<file path="config.mk">
export PLATFORM = sky130hd
export DESIGN_NAME = pidpi_regs
export DESIGN_NICKNAME = d
export VERILOG_FILES = /design/src/rtl/pid_position_incremental_unit_defines.svh /design/src/rtl/pidpi_pkg.sv /design/src/rtl/pidpi_regs.sv
export SDC_FILE = /design/constraint.sdc
export NUM_CORES = 1
export LEC_CHECK = 0
export ABC_AREA = 1
export BUFFER_PORTS_ARGS = -buffer_cell sky130_fd_sc_hd__buf_2
export CAP_MARGIN = 10
export CORE_UTILIZATION = 40
export CTS_CLUSTER_DIAMETER = 40
export DETAILED_ROUTE_END_ITERATION = 16
export PLACE_DENSITY_LB_ADDON = 0.2
export SETUP_SLACK_MARGIN = 0.3
export SLEW_MARGIN = 30
export SYNTH_ARGS = -nofsm -noshare
export SYNTH_HDL_FRONTEND = slang
export SYNTH_SLANG_ARGS = --single-unit
export TNS_END_PERCENT = 100
</file>
<file path="constraint.sdc">
create_clock -name clk -period 1.3 [get_ports clk]
set_input_delay 0.13 -clock clk [delete_from_list [all_inputs] [get_ports clk]]
set_output_delay 0.13 -clock clk [all_outputs]
set_load 0.05 [all_outputs]
</file>
<file path="src/rtl/pid_position_incremental_unit_defines.svh">
// assertion macros shared by the pid unit rtl
`ifndef PID_POSITION_INCREMENTAL_UNIT_DEFINES_SVH
`define PID_POSITION_INCREMENTAL_UNIT_DEFINES_SVH

// same-cycle implication, clocked on clk, off during reset
`define PIDPI_ASSERT_IMPL(lbl, ante, cons, msg) \
	lbl: assert property (@(posedge clk) disable iff (!arst_n) (ante) |-> (cons)) \
		else $error(msg);

// next-cycle implication, clocked on clk, off during reset
`define PIDPI_ASSERT_NEXT(lbl, ante, cons, msg) \
	lbl: assert property (@(posedge clk) disable iff (!arst_n) (ante) |=> (cons)) \
		else $error(msg);

`endif

</file>
<file path="src/rtl/pidpi_pkg.sv">
// shared types and constants of the pid unit
package pidpi_pkg;

	// number formats
	localparam int DATA_WIDTH = 32;
	localparam int FRAC_BITS  = 16;
	localparam int SUM_WIDTH  = 48;

	// derived widths
	localparam int ERR_W   = DATA_WIDTH + 1;
	localparam int OPP_W   = DATA_WIDTH + 2;
	localparam int OPD_W   = DATA_WIDTH + 3;
	localparam int SPLIT   = SUM_WIDTH / 2;
	localparam int ACC_W   = DATA_WIDTH + SUM_WIDTH + 2;
	localparam int SH_W    = ACC_W - FRAC_BITS;
	localparam int ILIM_W  = SUM_WIDTH - 1;
	localparam int OLIM_W  = DATA_WIDTH - 1;

	// product widths
	localparam int PROD_P_W  = DATA_WIDTH + OPP_W;
	localparam int PROD_IL_W = DATA_WIDTH + SPLIT + 1;
	localparam int PROD_IH_W = DATA_WIDTH + SUM_WIDTH - SPLIT;
	localparam int PROD_D_W  = DATA_WIDTH + OPD_W;

	// saturation bounds
	localparam logic [DATA_WIDTH-1:0] DRIVE_MAX = {1'b0, {(DATA_WIDTH-1){1'b1}}};
	localparam logic [DATA_WIDTH-1:0] DRIVE_MIN = {1'b1, {(DATA_WIDTH-1){1'b0}}};
	localparam logic [SUM_WIDTH-1:0]  SUM_MAX   = {1'b0, {(SUM_WIDTH-1){1'b1}}};
	localparam logic [SUM_WIDTH-1:0]  SUM_MIN   = {1'b1, {(SUM_WIDTH-1){1'b0}}};

	// apb port geometry: 64-bit registers at 8-byte spacing
	localparam int APB_DW    = 64;
	localparam int APB_AW    = 6;
	localparam int REG_SHIFT = 3;

	// register map
	typedef enum logic [APB_AW-REG_SHIFT-1:0] {
		REG_MODE        = 3'd0,
		REG_GAIN_P      = 3'd1,
		REG_GAIN_I      = 3'd2,
		REG_GAIN_D      = 3'd3,
		REG_INT_CLAMP   = 3'd4,
		REG_INT_LIMIT   = 3'd5,
		REG_OUT_CLAMP   = 3'd6,
		REG_OUT_LIMIT   = 3'd7
	} reg_idx_t;

	// mode codes
	localparam logic MODE_POSITIONAL  = 1'b0;
	localparam logic MODE_INCREMENTAL = 1'b1;

	// input transaction payload
	typedef struct packed {
		logic [DATA_WIDTH-1:0] target;
		logic [DATA_WIDTH-1:0] measured;
		logic                  clear_history;
	} sample_t;

	// output transaction payload
	typedef struct packed {
		logic [DATA_WIDTH-1:0] drive;
		logic                  clamped;
	} result_t;

	// configuration seen by the datapath
	typedef struct packed {
		logic                  mode;
		logic [DATA_WIDTH-1:0] gain_p;
		logic [DATA_WIDTH-1:0] gain_i;
		logic [DATA_WIDTH-1:0] gain_d;
		logic                  int_clamp_on;
		logic [ILIM_W-1:0]     int_limit;
		logic                  out_clamp_on;
		logic [OLIM_W-1:0]     out_limit;
	} cfg_t;

endpackage

</file>
<file path="src/rtl/pidpi_regs.sv">
// apb configuration register file of the pid unit
module pidpi_regs (
	input  logic                          clk,
	input  logic                          arst_n,
	input  logic                          psel,
	input  logic                          penable,
	input  logic                          pwrite,
	input  logic [pidpi_pkg::APB_AW-1:0]  paddr,
	input  logic [pidpi_pkg::APB_DW-1:0]  pwdata,
	output logic [pidpi_pkg::APB_DW-1:0]  prdata,
	output logic                          pready,
	output pidpi_pkg::cfg_t               cfg
);
	import pidpi_pkg::*;

	cfg_t     cfg_q;
	reg_idx_t idx;
	logic     wr_en;

	assign idx    = reg_idx_t'(paddr[APB_AW-1:REG_SHIFT]);
	assign wr_en  = psel && penable && pwrite && pready;
	assign pready = 1'b1;
	assign cfg    = cfg_q;

	// register writes on the access phase
	always_ff @(posedge clk or negedge arst_n) begin
		if (!arst_n) begin
			cfg_q.mode         <= MODE_POSITIONAL;
			cfg_q.gain_p       <= '0;
			cfg_q.gain_i       <= '0;
			cfg_q.gain_d       <= '0;
			cfg_q.int_clamp_on <= 1'b0;
			cfg_q.int_limit    <= '1;
			cfg_q.out_clamp_on <= 1'b0;
			cfg_q.out_limit    <= '1;
		end else if (wr_en) begin
			unique case (idx)
				REG_MODE:      cfg_q.mode         <= pwdata[0];
				REG_GAIN_P:    cfg_q.gain_p       <= pwdata[DATA_WIDTH-1:0];
				REG_GAIN_I:    cfg_q.gain_i       <= pwdata[DATA_WIDTH-1:0];
				REG_GAIN_D:    cfg_q.gain_d       <= pwdata[DATA_WIDTH-1:0];
				REG_INT_CLAMP: cfg_q.int_clamp_on <= pwdata[0];
				REG_INT_LIMIT: cfg_q.int_limit    <= pwdata[ILIM_W-1:0];
				REG_OUT_CLAMP: cfg_q.out_clamp_on <= pwdata[0];
				REG_OUT_LIMIT: cfg_q.out_limit    <= pwdata[OLIM_W-1:0];
			endcase
		end
	end

	// read mux
	always_comb begin
		unique case (idx)
			REG_MODE:      prdata = APB_DW'(cfg_q.mode);
			REG_GAIN_P:    prdata = APB_DW'(cfg_q.gain_p);
			REG_GAIN_I:    prdata = APB_DW'(cfg_q.gain_i);
			REG_GAIN_D:    prdata = APB_DW'(cfg_q.gain_d);
			REG_INT_CLAMP: prdata = APB_DW'(cfg_q.int_clamp_on);
			REG_INT_LIMIT: prdata = APB_DW'(cfg_q.int_limit);
			REG_OUT_CLAMP: prdata = APB_DW'(cfg_q.out_clamp_on);
			REG_OUT_LIMIT: prdata = APB_DW'(cfg_q.out_limit);
		endcase
	end

endmodule

</file>
# ---- Word level (Yosys, flattened, before mapping)
# Cells that the tools add are included.
dict set report word_totals {
  regBits 177
  latch_bits 0
  mem_bits_rw 0
  rom_bits 0
  n_memories 0
}
dict set report op_classes {
  n_addsub 0
  n_mul 0
  n_div 0
  order_cmp 0
  eq_ne 7
  shifts 0
  muxes 1
  bitwise 0
  reduce_logical 11
}
# op n
set op_table {}
lappend op_table {{case mux 64 bit (8 select lines)} 1}
lappend op_table {{AND reduction 2 bit} 8}
lappend op_table {{== test 3 bit, second input constant} 4}
lappend op_table {{== test 3 x 2 -> 1 bit, second input constant} 2}
lappend op_table {{== test 3 x 1 -> 1 bit, second input constant} 1}
lappend op_table {{logical NOT 3 bit} 1}
lappend op_table {{logical AND 1 bit} 2}

# ---- Logic depth before layout (Yosys ltp)
dict set report depth {
  depth_word 3
  ltp_mapped 8
  depth_no_buf 6
}

# ---- Least setup slack after synthesis
# Ideal clock, no wire load.
dict set report synth_path {
  path_kind {register to output}
  from {register cfg_q (netlist bit cfg[64])}
  to {output port prdata[32] in the netlist's numbering}
  arrival_ns 1.427
  required_ns 1.170
  setup_slack_ns -0.257
  path_stages_with_launch 3
  path_buffers 0
  cell_sequence {dfstp_2 inv_1 nor2_1}
}
dict set report synth_between {
  elab_chain_len 1
}
# element line
set synth_lines {}
lappend synth_lines {{start, declared} pidpi_regs.sv:16} ;# cfg_t cfg_q;
lappend synth_lines {{case mux 64 bit (8 select lines)} pidpi_regs.sv:52} ;# unique case (idx)
lappend synth_lines {{end, declared} pidpi_regs.sv:10} ;# output logic [pidpi_pkg::APB_DW-1:0] prdata,
# Every way passes these cells. The select of a mux whose other input is x is not followed.

# ---- Final worst setup path
dict set report layout_path {
  from {register cfg_q (netlist bit cfg[11])}
  to {output port prdata[11] in the netlist's numbering}
}
# The elaborated chain is that of the path after synthesis.

==> results.py <==
metrics = {
    "setup_path": {
        "crit_fanout": 2,
        "required_ps": 1170,
        "start_kind": "flop",
        "crit_chain": "inv_2, nor2_4, nor2_2, nand4_1, buf_6",
        "critPathKind": "reg -> out",
        "cp_top_family": "flip-flops",
        "cpMaxStageDelayCell": "dfstp_2",
        "critPathBufInv": 2,
        "arrival_ps": 1560,
        "critical-path-max-stage-delay_ps": 570,
        "worst_setup_path_end_kind": "output port",
    },
    "sta": {
        "final.setup.worst_slack_ps": -388,
        "hold_violations": 0,
        "finalClockSkew_ps": 0,
        "fin_crit_sh_pct": 130,
        "timing.hold.ws_ps": 73.4,
        "finalMaxSlewViolations": 0,
        "setup_violations": 98,
        "rsz0062_at_grt": "true",
        "fmax_ghz": 0.592,
        "min_period_ps": 1690,
    },
    "pwr": {
        "cellLeakagePower_nw": 7.04,
        "intPower_mw": 15.5,
        "sequentialPowerShare_pct": 31.8,
        "pwr-share-comb_pct": 47.2,
        "p_clk_share_pct": 21.0,
        "p_sw_mw": 11.1,
        "switching_share_pct": 41.7,
        "ir_drop_mv": 1.13,
        "p_per_area_mw_per_mm2": 1750,
    },
    "global_routing": {
        "grt_use_total_pct": 28.4,
        "gr-total-overflow": 0,
        "antenna_found_initial": 0,
        "grt_start_max_net_pins": 57,
        "grt_pass1_wl_um": 44400,
        "first_global_vias": 8237,
    },
    "routing": {
        "vias_per_cell": 5.21,
        "drtPass1Iterations": 5,
        "met1_length_um": 12700,
        "wl_met3_um": 2770,
        "ant_nets": 0,
        "totalWireLength_um": 34600,
        "dr_wl_met2_um": 17400,
        "vias": 8821,
        "drt_iter0_drc": 451,
        "route.detailed.drc": 0,
        "routed.top_layer": "met4",
        "routedWlPerCell_um": 20.4,
    },
    "flow_run": {
        "maxCapViolCount": 0,
    },
    "floorplan": {
        "core_area_mm2": 0.0196,
        "die_w_um": 144,
        "die-area_mm2": 0.0207,
        "start_util_pct": 41.1,
        "ios": 317,
        "num_rows": 51,
        "die_h_um": 144,
    },
    "clocking": {
        "htreeDepth": 4,
        "cts_tree": "done",
        "numCtsBuffers": 17,
        "cts_sinks": 177,
        "path_clk_slew_ps": 70,
        "cts-root-buf": "clkbuf_16",
        "cts_buffer_depth": 2,
        "clk_latency_ps": 420,
    },
    "placed_design": {
        "gp_congestion": 0.815,
        "io_buffers": 278,
        "place_hpwl_um": 17100,
    },
    "logic_synthesis": {
        "ys_seq_elements": 177,
        "synth_warnings": 0,
        "synth_cells": 963,
        "seq_area_frac_synth_pct": 56.3,
        "syn_area_mm2": 0.00805,
        "synth_area_per_cell_um2": 8.36,
        "synth.distinct_cells": 24,
    },
    "status": {
        "status": "finished with violations",
        "violations": "negative setup slack",
    },
    "final_layout": {
        "largest_reg_flops": 177,
        "area_growth_pct": 88.3,
        "utilization_pct": 77.4,
        "insertedDiodeCount": 0,
        "layout_common_cells": "nand2_1 (215), buf_6 (171), buf_8 (118), o21ai_1 (107), dfstp_2 (78)",
        "final_common_cell": "nand2_1",
        "drive_gt1_share_pct": 55.1,
        "fill_cells": 1161,
        "fin_nets": 1491,
    },
    "min_path": {
        "hold_class": "in -> reg",
    },
}
-- final cells by class --
class | count | area (um2) | area share (%)
Timing Repair Buffer | 486 | 5700 | 37.6
Sequential cell | 177 | 4570 | 30.2
Multi-Input combinational cell | 620 | 3480 | 23.0
Inverter | 114 | 438 | 2.89
Clock buffer | 19 | 433 | 2.86
Tap cell | 265 | 332 | 2.19
Clock inverter | 13 | 199 | 1.31
-- worst paths after layout --
path	from	to	slack [ps]	cells past startpoint
worst max-delay path	cfg[11]	prdata[11]	-390	5
min in group asynchronous	arst_n	cfg[96]	150	2
max in group asynchronous	arst_n	cfg[1]	530	3
worst min register to register	cfg[45]	cfg[45]	490	2
worst max register to register	cfg[11]	cfg[11]	240	5
worst min-delay path	penable	cfg[79]	70	3
-- cells in the mapped netlist --
library cell,count,share of area [%]
nand4_1,23,1.8
o31ai_1,1,0.093
clkbuf_1,13,0.61
a21oi_1,30,1.9
buf_1,1,0.047
nand2_1,245,11
nor2_1,98,4.6
buf_6,5,0.70
inv_1,110,5.1
buf_2,27,1.7
o21ai_1,117,7.3
nor2_2,1,0.078
nand2_2,4,0.31
nor3_4,2,0.40
nand3_1,18,1.1
dfrtp_1,99,31
buf_4,23,2.1
conb_1,2,0.093
nand3_2,1,0.12
o21ai_0,58,3.6
nor3_1,1,0.062
inv_2,4,0.19
dfstp_2,78,25
nand3_4,2,0.44
-- power groups by stage --
stage	clock [mW]	combinational, mW	sequential, mW
after global routing	5.88	13.0	8.54
after floorplan	0	2.39	11.9
after detailed placement	0	8.25	8.01
final	5.57	12.6	8.44
after CTS	5.65	10.8	8.24
after global placement	0	8.15	8.03
-- worst register-to-register path, cell delays in order, from the launching register on --
cell	delay [ps]
dfstp_2	570
buf_6	120
buf_4	100
buf_4	90
nand2_1	40
o21ai_0	70
-- layer usage --
layer  global-route usage, %  vias up
met2                    47.2      508
met4                    13.2        0
li1                        -     3929
met1                    35.1     4254
met5                       0        -
met3                    6.36      130
-- cell families after synthesis --
group,Yosys count,synth area share [%]
buffers and inverters,183,10.5
DFF,177,56.3
and+or+nand+nor,395,20.3
AOI/OAI and AO/OA,206,12.8
other,2,0.0933
-- stage by stage --
step           power, mW  worst slack [ps]  cell area (um2)  setup TNS, ps  cells
2_1_floorplan       14.3              -102             8650          -1780    979
3_3_place_gp        16.2              -313            10500         -32150   1497
3_5_place_dp        16.3              -371            10500         -39240   1497
4_1_cts             24.7              -310            13600         -10910   1618
5_1_grt             27.5              -472            15200         -17300   1694
6_report            26.6              -388            15200         -13200   1694
-- what timing repair did --
action	4_1_cts	5_1_grt
hold buffers	48	0
pin swaps	47	29
hold endpoints to repair	170	0
endpoints found under the setup margin	301	383
cloned	0	12
resized for setup	534	287
buffers inserted	41	64
No activity file was read; power rests on OpenSTA's default activity.
